[config.mk]
export PLATFORM = sky130hd
export DESIGN_NAME = fusion_node_rank_query_core
export DESIGN_NICKNAME = d
export VERILOG_FILES = /design/src/fnrq_pkg.sv /design/src/fnrq_out_fifo.sv /design/src/fusion_node_rank_query_core.sv
export SDC_FILE = /design/constraint.sdc
export NUM_CORES = 2
export LEC_CHECK = 0
export BUFFER_PORTS_ARGS = -buffer_cell sky130_fd_sc_hd__buf_4
export CAP_MARGIN = 20
export CORE_ASPECT_RATIO = 1.1
export CORE_MARGIN = 2
export CORE_UTILIZATION = 59
export CTS_CLUSTER_DIAMETER = 200
export DETAILED_ROUTE_END_ITERATION = 10
export GPL_TIMING_DRIVEN = 0
export HOLD_SLACK_MARGIN = 0.06
export PLACE_DENSITY = 0.78
export SYNTH_ARGS = -nofsm -noshare
export SYNTH_HDL_FRONTEND = slang
export SYNTH_SLANG_ARGS = --single-unit
[constraint.sdc]
create_clock -name i_clk -period 10.9 [get_ports i_clk]
set_input_delay 2.18 -clock i_clk [delete_from_list [all_inputs] [get_ports i_clk]]
set_output_delay 2.18 -clock i_clk [all_outputs]
set_load 0.005 [all_outputs]
[src/fnrq_pkg.sv]
`timescale 1ns / 1ps
`default_nettype none

package fnrq_pkg;

    // Default geometry of the node
    localparam int KEYS_DEF        = 8;
    localparam int KEY_BITS_DEF    = 32;
    localparam int SKETCH_BITS_DEF = 8;

    // Fixed field widths
    localparam int VALUE_W = 32;
    localparam int PLEN_W  = 6;

    // Result queue depth, also the bound on queries in flight
    localparam int OUT_DEPTH = 8;

    // Reset value of the key width register
    localparam logic [PLEN_W-1:0] KEY_BITS_RST = 6'd32;

    // Request commands
    typedef enum logic [1:0] {
        CMD_QUERY  = 2'd0,
        CMD_KEY_WR = 2'd1,
        CMD_ANS_WR = 2'd2,
        CMD_COR_WR = 2'd3
    } t_cmd;

    // Configuration register indexes
    localparam logic CFG_SKETCH_MASK = 1'b0;
    localparam logic CFG_KEY_BITS    = 1'b1;

    typedef struct packed {
        t_cmd        cmd;
        logic [2:0]  slot;
        logic [5:0]  column;
        logic [7:0]  sketch_addr;
        logic [31:0] value;
    } t_in_req;

    typedef struct packed {
        logic [2:0] rank;
        logic [2:0] found_slot;
        logic [5:0] prefix_len;
    } t_out_rsp;

    // Result handed from the lookup pipeline to the result queue
    typedef struct packed {
        logic     valid;
        t_out_rsp data;
    } t_push;

endpackage

`default_nettype wire

[src/fnrq_out_fifo.sv]
`timescale 1ns / 1ps
`default_nettype none

module fnrq_out_fifo #(
    parameter int DEPTH = fnrq_pkg::OUT_DEPTH
) (
    input  wire logic               i_clk,
    input  wire logic               i_rst_n,
    input  wire fnrq_pkg::t_push    i_push,
    input  wire logic               i_pop,
    output fnrq_pkg::t_out_rsp      o_data,
    output logic                    o_valid
);

    localparam int PW = (DEPTH > 1) ? $clog2(DEPTH) : 1;
    localparam int CW = $clog2(DEPTH + 1);

    fnrq_pkg::t_out_rsp r_mem [DEPTH];
    logic [PW-1:0] r_wr_ptr;
    logic [PW-1:0] r_rd_ptr;
    logic [CW-1:0] r_cnt;
    logic [PW-1:0] n_wr_ptr;
    logic [PW-1:0] n_rd_ptr;
    logic [CW-1:0] n_cnt;
    logic          w_pop;

    assign o_valid = (r_cnt != '0);
    assign o_data  = r_mem[r_rd_ptr];
    assign w_pop   = i_pop && o_valid;

    // Advance pointers, wrapping at the queue depth
    always_comb begin
        n_wr_ptr = r_wr_ptr;
        n_rd_ptr = r_rd_ptr;
        n_cnt    = r_cnt;
        if (i_push.valid) begin
            n_wr_ptr = (r_wr_ptr == PW'(DEPTH - 1)) ? '0 : r_wr_ptr + PW'(1);
        end
        if (w_pop) begin
            n_rd_ptr = (r_rd_ptr == PW'(DEPTH - 1)) ? '0 : r_rd_ptr + PW'(1);
        end
        unique case ({i_push.valid, w_pop})
            2'b10:   n_cnt = r_cnt + CW'(1);
            2'b01:   n_cnt = r_cnt - CW'(1);
            default: n_cnt = r_cnt;
        endcase
    end

    always_ff @(posedge i_clk) begin
        if (!i_rst_n) begin
            r_wr_ptr <= '0;
            r_rd_ptr <= '0;
            r_cnt    <= '0;
        end else begin
            r_wr_ptr <= n_wr_ptr;
            r_rd_ptr <= n_rd_ptr;
            r_cnt    <= n_cnt;
        end
    end

    // Store the pushed result
    always_ff @(posedge i_clk) begin
        if (i_push.valid) begin
            r_mem[r_wr_ptr] <= i_push.data;
        end
    end

endmodule

`default_nettype wire

[src/fusion_node_rank_query_core.sv]
// Rank query engine for one fusion-tree node.
// Request channel (i_in_valid / o_in_ready / i_in_data): each request is a
// query or a write of a key, an answer-table entry or a correction entry.
// Writes give no result; each query gives exactly one result on the result
// channel (o_out_valid / i_out_ready / o_out_data), in request order.
// Configuration (i_cfg_we / i_cfg_idx / i_cfg_wdata) sets the sketch mask
// and the key width; write it only while no query is outstanding.
// A query's result passes the answer-table read, the key-store read, the
// difference-length stage, the prefix-length stage with the correction-table
// read, and the result queue; each table is a synchronous read.
// Throughput: one request per cycle, as long as the receiver takes results.
// Results wait in an eight-entry queue; the request side takes new requests
// while fewer than eight queries are in flight or queued, so a stalled
// receiver holds the request side only once that queue is full.
// Reset clears the pipeline, the queue and the configuration (mask 0, key
// width 32). The three tables are not cleared and must be loaded before use.
`timescale 1ns / 1ps
`default_nettype none

module fusion_node_rank_query_core #(
    parameter int KEYS        = fnrq_pkg::KEYS_DEF,
    parameter int KEY_BITS    = fnrq_pkg::KEY_BITS_DEF,
    parameter int SKETCH_BITS = fnrq_pkg::SKETCH_BITS_DEF
) (
    input  wire logic                i_clk,
    input  wire logic                i_rst_n,
    input  wire logic                i_cfg_we,
    input  wire logic                i_cfg_idx,
    input  wire logic [31:0]         i_cfg_wdata,
    input  wire logic                i_in_valid,
    output logic                     o_in_ready,
    input  wire fnrq_pkg::t_in_req   i_in_data,
    output logic                     o_out_valid,
    input  wire logic                i_out_ready,
    output fnrq_pkg::t_out_rsp       o_out_data
);

    localparam int VW        = fnrq_pkg::VALUE_W;
    localparam int PLW       = fnrq_pkg::PLEN_W;
    localparam int DEPTH     = fnrq_pkg::OUT_DEPTH;
    localparam int CW        = $clog2(DEPTH + 1);
    localparam int KIW       = $clog2(KEYS);
    localparam int SLW       = (KIW > 3) ? KIW : 3;
    localparam int ANS_DEPTH = 1 << SKETCH_BITS;
    localparam int SAW       = (SKETCH_BITS > 8) ? SKETCH_BITS : 8;
    localparam int COR_COLS  = KEY_BITS + 1;
    localparam int COR_DEPTH = KEYS * COR_COLS;
    localparam int CAW       = $clog2(COR_DEPTH);

    // Configuration registers
    logic [VW-1:0]  r_sketch_mask;
    logic [PLW-1:0] r_key_bits;

    always_ff @(posedge i_clk) begin
        if (!i_rst_n) begin
            r_sketch_mask <= '0;
            r_key_bits    <= fnrq_pkg::KEY_BITS_RST;
        end else if (i_cfg_we) begin
            unique case (i_cfg_idx)
                fnrq_pkg::CFG_SKETCH_MASK: r_sketch_mask <= i_cfg_wdata;
                fnrq_pkg::CFG_KEY_BITS:    r_key_bits    <= i_cfg_wdata[PLW-1:0];
                default:                   r_key_bits    <= r_key_bits;
            endcase
        end
    end

    // Request acceptance and query credit
    logic          w_in_acc;
    logic          w_take;
    logic          w_pop;
    logic [CW-1:0] r_inflight;
    logic [CW-1:0] n_inflight;

    assign w_in_acc   = i_in_valid && o_in_ready;
    assign w_take     = w_in_acc && (i_in_data.cmd == fnrq_pkg::CMD_QUERY);
    assign w_pop      = o_out_valid && i_out_ready;
    assign o_in_ready = (r_inflight < CW'(DEPTH));

    always_comb begin
        n_inflight = r_inflight;
        unique case ({w_take, w_pop})
            2'b10:   n_inflight = r_inflight + CW'(1);
            2'b01:   n_inflight = r_inflight - CW'(1);
            default: n_inflight = r_inflight;
        endcase
    end

    always_ff @(posedge i_clk) begin
        if (!i_rst_n) begin
            r_inflight <= '0;
        end else begin
            r_inflight <= n_inflight;
        end
    end

    // ---------------- Stage 0: sketch and answer table ----------------
    // Rank of each mask bit among the set bits below it
    logic [PLW-1:0]         w_pos_cnt [VW];
    logic [SKETCH_BITS-1:0] w_sketch;

    always_comb begin
        for (int i = 0; i < VW; i++) begin
            w_pos_cnt[i] = PLW'($countones(r_sketch_mask & ((VW'(1) << i) - VW'(1))));
        end
    end

    // Gather value bits under the mask, lowest positions first
    always_comb begin
        w_sketch = '0;
        for (int n = 0; n < SKETCH_BITS; n++) begin
            for (int i = 0; i < VW; i++) begin
                w_sketch[n] = w_sketch[n] | (r_sketch_mask[i] && i_in_data.value[i]
                                             && (w_pos_cnt[i] == PLW'(n)));
            end
        end
    end

    logic [2:0]     r_ans_mem [ANS_DEPTH];
    logic [2:0]     r_ans_rd;
    logic [SAW-1:0] w_ans_waddr;
    logic           w_ans_wr;

    assign w_ans_waddr = SAW'(i_in_data.sketch_addr);
    assign w_ans_wr    = w_in_acc && (i_in_data.cmd == fnrq_pkg::CMD_ANS_WR)
                         && ((w_ans_waddr >> SKETCH_BITS) == '0);

    // Answer table: write and look up in the request cycle
    always_ff @(posedge i_clk) begin
        if (w_ans_wr) begin
            r_ans_mem[w_ans_waddr[SKETCH_BITS-1:0]] <= i_in_data.value[2:0];
        end
        r_ans_rd <= r_ans_mem[w_sketch];
    end

    logic              r_s1_valid;
    fnrq_pkg::t_in_req r_s1_req;

    always_ff @(posedge i_clk) begin
        if (!i_rst_n) begin
            r_s1_valid <= 1'b0;
        end else begin
            r_s1_valid <= w_in_acc;
        end
    end

    always_ff @(posedge i_clk) begin
        r_s1_req <= i_in_data;
    end

    // ---------------- Stage 1: key store ----------------
    logic [SLW-1:0] w_s1_found_ext;
    logic [KIW-1:0] w_s1_found_idx;
    logic           w_s1_found_ok;
    logic [SLW-1:0] w_key_slot_ext;
    logic           w_key_wr;

    assign w_s1_found_ext = SLW'(r_ans_rd);
    assign w_s1_found_idx = w_s1_found_ext[KIW-1:0];
    assign w_s1_found_ok  = (int'(r_ans_rd) < KEYS);
    assign w_key_slot_ext = SLW'(r_s1_req.slot);
    assign w_key_wr       = r_s1_valid && (r_s1_req.cmd == fnrq_pkg::CMD_KEY_WR)
                            && (int'(r_s1_req.slot) < KEYS);

    logic [VW-1:0] r_key_mem [KEYS];
    logic [VW-1:0] r_key_rd;

    // Key store: writes land in the stage that reads, keeping request order
    always_ff @(posedge i_clk) begin
        if (w_key_wr) begin
            r_key_mem[w_key_slot_ext[KIW-1:0]] <= r_s1_req.value;
        end
        r_key_rd <= r_key_mem[w_s1_found_idx];
    end

    logic              r_s2_valid;
    fnrq_pkg::t_in_req r_s2_req;
    logic [2:0]        r_s2_found;
    logic              r_s2_found_ok;

    always_ff @(posedge i_clk) begin
        if (!i_rst_n) begin
            r_s2_valid <= 1'b0;
        end else begin
            r_s2_valid <= r_s1_valid;
        end
    end

    always_ff @(posedge i_clk) begin
        r_s2_req      <= r_s1_req;
        r_s2_found    <= r_ans_rd;
        r_s2_found_ok <= w_s1_found_ok;
    end

    // ---------------- Stage 2: difference bit length ----------------
    logic [VW-1:0]  w_key;
    logic [VW-1:0]  w_diff;
    logic [PLW-1:0] w_len;

    assign w_key  = r_s2_found_ok ? r_key_rd : '0;
    assign w_diff = w_key ^ r_s2_req.value;

    always_comb begin
        w_len = '0;
        for (int i = 0; i < VW; i++) begin
            if (w_diff[i]) begin
                w_len = PLW'(i + 1);
            end
        end
    end

    logic              r_s3_valid;
    fnrq_pkg::t_in_req r_s3_req;
    logic [2:0]        r_s3_found;
    logic              r_s3_found_ok;
    logic [PLW-1:0]    r_s3_len;

    always_ff @(posedge i_clk) begin
        if (!i_rst_n) begin
            r_s3_valid <= 1'b0;
        end else begin
            r_s3_valid <= r_s2_valid;
        end
    end

    always_ff @(posedge i_clk) begin
        r_s3_req      <= r_s2_req;
        r_s3_found    <= r_s2_found;
        r_s3_found_ok <= r_s2_found_ok;
        r_s3_len      <= w_len;
    end

    // ---------------- Stage 3: prefix length and correction table ----------
    logic [PLW-1:0] w_kb;
    logic [PLW-1:0] w_prefix;
    logic [SLW-1:0] w_s3_found_ext;
    logic [SLW-1:0] w_cor_slot_ext;
    logic [CAW-1:0] w_cor_raddr;
    logic [CAW-1:0] w_cor_waddr;
    logic           w_cor_wr;

    // Limit key width, clamp a negative prefix to zero
    assign w_kb     = (int'(r_key_bits) > KEY_BITS) ? PLW'(KEY_BITS) : r_key_bits;
    assign w_prefix = (r_s3_len >= w_kb) ? '0 : w_kb - r_s3_len;

    assign w_s3_found_ext = SLW'(r_s3_found);
    assign w_cor_slot_ext = SLW'(r_s3_req.slot);
    assign w_cor_raddr    = CAW'(w_s3_found_ext[KIW-1:0]) * CAW'(COR_COLS) + CAW'(w_prefix);
    assign w_cor_waddr    = CAW'(w_cor_slot_ext[KIW-1:0]) * CAW'(COR_COLS)
                            + CAW'(r_s3_req.column);
    assign w_cor_wr       = r_s3_valid && (r_s3_req.cmd == fnrq_pkg::CMD_COR_WR)
                            && (int'(r_s3_req.slot) < KEYS)
                            && (int'(r_s3_req.column) <= KEY_BITS);

    logic [2:0] r_cor_mem [COR_DEPTH];
    logic [2:0] r_cor_rd;

    always_ff @(posedge i_clk) begin
        if (w_cor_wr) begin
            r_cor_mem[w_cor_waddr] <= r_s3_req.value[2:0];
        end
        r_cor_rd <= r_cor_mem[w_cor_raddr];
    end

    logic           r_s4_valid;
    logic [2:0]     r_s4_found;
    logic           r_s4_found_ok;
    logic [PLW-1:0] r_s4_prefix;

    always_ff @(posedge i_clk) begin
        if (!i_rst_n) begin
            r_s4_valid <= 1'b0;
        end else begin
            r_s4_valid <= r_s3_valid && (r_s3_req.cmd == fnrq_pkg::CMD_QUERY);
        end
    end

    always_ff @(posedge i_clk) begin
        r_s4_found    <= r_s3_found;
        r_s4_found_ok <= r_s3_found_ok;
        r_s4_prefix   <= w_prefix;
    end

    // ---------------- Stage 4: result into the queue ----------------
    fnrq_pkg::t_push w_push;

    always_comb begin
        w_push.valid           = r_s4_valid;
        w_push.data.rank       = r_s4_found_ok ? r_cor_rd : 3'd0;
        w_push.data.found_slot = r_s4_found;
        w_push.data.prefix_len = r_s4_prefix;
    end

    fnrq_out_fifo #(
        .DEPTH (DEPTH)
    ) u_out_fifo (
        .i_clk   (i_clk),
        .i_rst_n (i_rst_n),
        .i_push  (w_push),
        .i_pop   (i_out_ready),
        .o_data  (o_out_data),
        .o_valid (o_out_valid)
    );

endmodule

`default_nettype wire

======== After elaboration in Yosys (flattened, before gate mapping) ========
Memories as Yosys holds them, arrays and structs flattened. A register that Yosys moved wholly into a read port is not among the register bits.
Cells that the tools add are included.
storage, ports and cells
  output and inout bits ................... 14
  memories kept ........................... 4
  bits of input ports ..................... 89
  register bits ........................... 177
  memory bits (writable) .................. 1912
  word-level logic and storage cells ...... 944
memory list
  name              words  width  rd ports  clocked after Yosys merged registers in  wr ports  line                                text
  r_cor_mem         264    3      1         1                                        1         fusion_node_rank_query_core.sv:254  logic [2:0] r_cor_mem [COR_DEPTH];
  r_ans_mem         256    3      1         1                                        1         fusion_node_rank_query_core.sv:118  logic [2:0] r_ans_mem [ANS_DEPTH];
  r_key_mem         8      32     1         1                                        1         fusion_node_rank_query_core.sv:164  logic [VW-1:0] r_key_mem [KEYS];
  u_out_fifo.r_mem  8      12     1         1                                        1         fnrq_out_fifo.sv:18                 fnrq_pkg::t_out_rsp r_mem [DEPTH];
cells by class
  bitwise gates (word level) .............. 237
  eq/ne operators ......................... 219
  multipliers ............................. 2
  reductions and logical operators ........ 320
  magnitude comparators ................... 4
  add/subtract/negate cells ............... 84
  muxes and demuxes ....................... 47
operators by type and width
  kind                   count
  $eq A6 B3 Y1 const B   114
  $eq A6 B2 Y1 const B   52
  $logic_and A1 B1 Y1    282
  $or A1 B1 Y1           235
  $logic_not A6 Y1       31
  $eq A6 B1 Y1 const B   26
  $add A6 B6 Y6          21
  $mux W5                16
  $mux W4                8
  $xor A32 B32 Y32       1
  $add A1 B1 Y2          15
  $add A6 B1 Y6          4
  $mux W3                8
  $add A2 B1 Y3          7
  $add A2 B2 Y3          7
  $add A4 B6 Y6          3
  $add A9 B6 Y9          2
  $mul A3 B6 Y9 const B  2
  $add A3 B3 Y4          4
  $pmux W4 S2            2
  $add A3 B1 Y4          3
  $add A3 B2 Y4          3
  $add A3 B6 Y6          2
  $eq A2 B2 Y1 const B   6
  32 further kinds       59

======== Longest topological paths before layout ========
  word-level depth ........................ 33
  gate-level depth with buffers ........... 39
  mapped depth without buffers ............ 34

======== By module ========
From an unflattened synthesis, not the netlist that was laid out.
unflattened totals
  cells, all modules ...................... 5986
  area, all modules ....................... 91510.3 um^2
modules (own cells, without submodules)
  module                       sequential area each (um^2)  times used  area each (um^2)  cells an instance
  fusion_node_rank_query_core  58636.2                      1           87142.3           5772
  fnrq_out_fifo                3143.0                       1           4367.9            214

======== Worst setup path before layout ========
OpenSTA, ideal clock, no wires.
  kind .................................... flip-flop to flip-flop
  start ................................... register r_sketch_mask[0]
  end ..................................... register r_ans_rd[1], read port of r_ans_mem
  data required time ...................... 10.770 ns
  path buffers ............................ 2
  library setup time ...................... 0.130 ns
  data arrival time ....................... 9.211 ns
  period minus slack after synthesis ...... 9.341 ns
  cell stages (with the launch flop) ...... 34
  path slack .............................. 1.559 ns
  path through ............................ dfxtp_1 -> inv_1 -> ha_1 -> inv_1 -> fa_1 -> fa_1 -> xnor2_1 -> ha_1 -> inv_1 -> fa_1 -> fa_1 -> inv_1 -> fa_1 -> inv_1 -> fa_1 -> inv_1 -> ha_1 -> fa_1 -> xor2_1 -> a31oi_1 -> o211ai_1 -> nor3_1 -> a311o_1 -> a311oi_1 -> o2111ai_1 -> or4_1 -> buf_4 -> buf_6 -> a21oi_2 -> a32oi_1 -> a22oi_1 -> a21oi_1 -> or4b_1 -> nor4b_2
between the ends
  word-level cells in the longest chain between the ends .. 33
  elaborated cells between the ends (all ways) .. 749
  classes of those cells .................. 30 x add/sub; 210 x eq/ne; 235 x bitwise; 274 x reduce/logical
RTL lines
  item                                                    line                                text
  start, declared                                         fusion_node_rank_query_core.sv:51   logic [VW-1:0] r_sketch_mask;
  start signal, assigned                                  fusion_node_rank_query_core.sv:60   fnrq_pkg::CFG_SKETCH_MASK: r_sketch_mask <= i_cfg_wdata;
  branches (longest 33 deep; another with $add A6 B1 Y6)  n/a
  end, declared                                           fusion_node_rank_query_core.sv:119  logic [2:0] r_ans_rd;
Parallel ways; which one is timed is not known.
A chain may end at the register's enable or synchronous reset.

======== Worst setup path in the final report ========
  start ................................... register r_sketch_mask[0]
  end ..................................... register r_ans_rd[2], read port of r_ans_mem
Same word-level chain as after synthesis.

==> flow_metrics.tcl <==
set metrics [dict create \
    grt_start_max_net_pins 161 \
    detail_route.first_pass.iterations 9 \
    crit_cells 38 \
    max_cap_viol_count 0 \
    xor_and_xnor_fraction_of_the_mapped_netlist_area 0.00945 \
    dp_hpwl_um 179000 \
    clk-insertion-delay-late_ps 880 \
    ys_seq_elements 2130 \
    report.final.setup_viol 0 \
    reg2reg_slack_ps 180 \
    critPathCaptureType "flop" \
    synth-main-ff-cell "sky130_fd_sc_hd__edfxtp_1" \
    postLayoutCellArea_um2 104000 \
    tns_ps 0 \
    cpPeakStageDelay_ps 700 \
    net_total_in_the_final_layout 6798 \
    power.ir.vdd_worst_mv 0.220 \
    track_usage 0.338 \
    synth_mux_area_frac 0.112 \
    synth_warnings 0 \
    floorplan.die_area_um2 158000 \
    seq_total_area_yosys 0.674 \
    number_of_buffer_and_inverter_stages_on_the_critical_path 10 \
    clock_power_frac 0.234 \
    synth_simple_gate_area_frac 0.0911 \
    synthesis.instances 6060 \
    power.share.switching 0.394 \
    place.port_buffers 99 \
    layout-area-overhead-vs-synth_pct 13.1 \
    die_w_um 380 \
    startpoint_of_the_most_critical_setup_path "r_sketch_mask[0]" \
    dr_total_vias 58600 \
    starting_density_of_the_core 0.594 \
    final_hold_viol_count 0 \
    cts_root_buffer "sky130_fd_sc_hd__clkbuf_16" \
    routed_wire_per_std_cell_um 30.8 \
    fraction_of_final_layout_cells_sized_beyond_drive_strength_1 0.167 \
    worst_r2r_startpoint "r_sketch_mask[0]" \
    timing.hold.worst.class "reg -> reg" \
    outcome "completed" \
    layout_worst_path_cycle_share 0.984 \
    timing.fmax_mhz 93.3 \
    critical_path_required_ps 11620 \
    critical_path.endpoint "r_ans_rd[2]" \
    detail-route-antenna-nets 0 \
    synth.cells.most_frequent "1912 x sky130_fd_sc_hd__edfxtp_1, 680 x sky130_fd_sc_hd__nor2_1, 603 x sky130_fd_sc_hd__nand2_1" \
    powerDensity_nw_per_um2 291 \
    routed_vias_inst 6.73 \
    r2r_end "r_ans_rd[2]" \
    grt_first_pass_wirelength_um 388000 \
    slew_viol_final 0 \
    synth_top_family_by_area "multiplexers" \
    fin_crit_ps 10720 \
    synth_top_cells_by_area "sky130_fd_sc_hd__edfxtp_1 63%, sky130_fd_sc_hd__mux4_2 8.5%, sky130_fd_sc_hd__dfxtp_1 4.8%" \
    first_global_vias 58400 \
    postPlaceCellArea_um2 96400 \
    tritoncts "built" \
    power.static_leakage_nw 34.8 \
    io-pin-count 103 \
    synth_edf_count 1912 \
    core_area_um2 154000 \
    synth_top_cell_by_area "sky130_fd_sc_hd__edfxtp_1" \
    worstMarginPinSlew_ps 1360 \
    cp.arrival_ps 11440 \
    gp_congestion 0.977 \
    start_kind "flop" \
    placement_rows 151 \
    timing.clock.skew_ps 57.2 \
    rr_worst_depth 38 \
    grt_antenna_before_repair 11 \
    criticalPathCategory "reg -> reg" \
    drc_errors 0 \
    internal_power_w 0.0183 \
    fp.dieH_um 417 \
    yosys.area_share.adder 0.0388 \
    post-synth-top-area-fraction 0.627 \
    clock_sink_count 2130 \
    slew_headroom 0.0916 \
    grt_remaining_overflow 0 \
    comb_power_share 0.459 \
    path_clk_slew_ps 70 \
    synth_most_common_cell "sky130_fd_sc_hd__edfxtp_1" \
    share_seq_of_total_power 0.306 \
    total_switching_power_w 0.0119 \
    worstPathMaxFanout 11 \
    drtIter0Drc 9134 \
    detail_route.wirelength_um 269000 \
    cts-htree-levels 4 \
    synth.distinct_cells 103 \
    critical_path.slowest_cell "sky130_fd_sc_hd__fa_2" \
    synth.avg_cell_area_um2 15.1 \
    cts_made_buffers 200 \
    critical_path.top_delay_family "adder cells" \
    post_cts_hold_buffer_count 0 \
    clock_path_buffers 3 \
    synth_compound_area_frac 0.0530 \
    synthArstFlopShare 0 \
    mappedNetlistNets 6388 \
    post_synthesis_cell_area_um2 91600 \
]
power by group through the flow:
stage / registers [W] / logic [W] / clock network [W]
3_3_place_gp: 0.00943 / 0.0122 / 0
3_5_place_dp: 0.00939 / 0.0129 / 0
2_1_floorplan: 0.00937 / 0.00779 / 0
5_1_grt: 0.00924 / 0.0140 / 0.00737
4_1_cts: 0.00922 / 0.0133 / 0.00706
6_report: 0.00922 / 0.0138 / 0.00706
flip-flops by register name (all words and copies together), names as in the netlist, 11 cells and up, named ones only:
| register | flops |
|---|---|
| r_ans_mem | 768 |
| r_key_rd | 32 |
| r_s1_req | 40 |
| r_s3_req | 11 |
| r_cor_mem | 792 |
| u_out_fifo.r_mem | 96 |
| r_key_mem | 256 |
| r_sketch_mask | 32 |
| r_s2_req | 43 |
metrics by stage:
stage	std cells	total power, W	worst slack [ps]	util	hold slack [ps]
after floorplan	6060	0.0172	1560	-	310
after global placement	8224	0.0216	-2830	0.616	311
after detailed placement	8303	0.0223	-2300	0.625	313
after CTS	8692	0.0295	0.0524	0.670	324
after global routing	8710	0.0306	-70.2	0.672	334
final	8718	0.0301	180	0.672	319
cells in the final DEF (no fill, tap or decap), types with 73 or more instances in the layout:
cell / netlist / routed
sky130_fd_sc_hd__mux4_2: 345 / 345
sky130_fd_sc_hd__nor2_1: 680 / 671
sky130_fd_sc_hd__fa_1: 75 / 73
sky130_fd_sc_hd__inv_1: 164 / 163
sky130_fd_sc_hd__ha_1: 164 / 162
sky130_fd_sc_hd__edfxtp_1: 1912 / 1912
sky130_fd_sc_hd__nand2_1: 603 / 602
sky130_fd_sc_hd__nor3_1: 82 / 78
sky130_fd_sc_hd__a21oi_1: 175 / 171
sky130_fd_sc_hd__mux2i_1: 190 / 190
sky130_fd_sc_hd__dfxtp_1: 218 / 213
sky130_fd_sc_hd__nand3_1: 170 / 170
sky130_fd_sc_hd__buf_4: 20 / 152
sky130_fd_sc_hd__clkbuf_16: 0 / 200
sky130_fd_sc_hd__clkbuf_1: 176 / 206
worst reg2reg max path: cells and delay by family, from the launching register on:
family          cells  cell delay (ps)
flops               1              400
fa+ha+maj           9             3800
xor+xnor            1              150
compound gates     10             2910
simple gates        7             1120
buf+inv            10             1830
mux                 1              340
how the worst min path moves through the flow:
stage	startpoint	to	slack, ps	cells after the start
floorplan	r_s1_req[40]	r_s2_req[40]	310	0
global placement	r_s2_req[48]	w_cor_slot_ext[2]	310	0
detailed placement	r_s1_req[44]	r_s2_req[44]	310	0
CTS	r_s2_req[46]	w_cor_slot_ext[0]	320	0
global route	r_s2_found[2]	r_s3_found[2]	330	0
finish	r_s2_req[46]	w_cor_slot_ext[0]	320	0
layer usage:
layer  vias up  share of wire  GRT usage
met5         -        0.00023          0
met4        10          0.072      0.208
met3      1111           0.12     0.0835
met2      4668           0.46      0.530
met1     28800           0.34      0.428
li1      24100              -          -
cells by family after synthesis:
logic type | Yosys count
compound gates | 688
xor+xnor | 91
fa+ha+maj | 239
buf+inv | 470
flops | 2130
mux | 585
simple gates | 1857
final cells by class:
class | count | area [um^2]
repair buffers | 209 | 2360
flip-flops and latches | 2130 | 61800
clock inverters | 119 | 1340
inverters | 167 | 634
multi-input cells | 3460 | 28100
well taps | 2065 | 2580
clock buffers | 258 | 5360
plain buffers | 301 | 1440
fillers | 10000 | 50500
repair inverters | 1 | 5.00
diodes | 8 | 20.0
repair_timing:
item                       4_1_cts  5_1_grt
buffers inserted                12       12
pin swaps                        6        7
gates resized for setup         44       24
setup endpoints to repair        3        3
gates cloned                     1        0
Note: power is estimated with default switching activity, not from simulation.
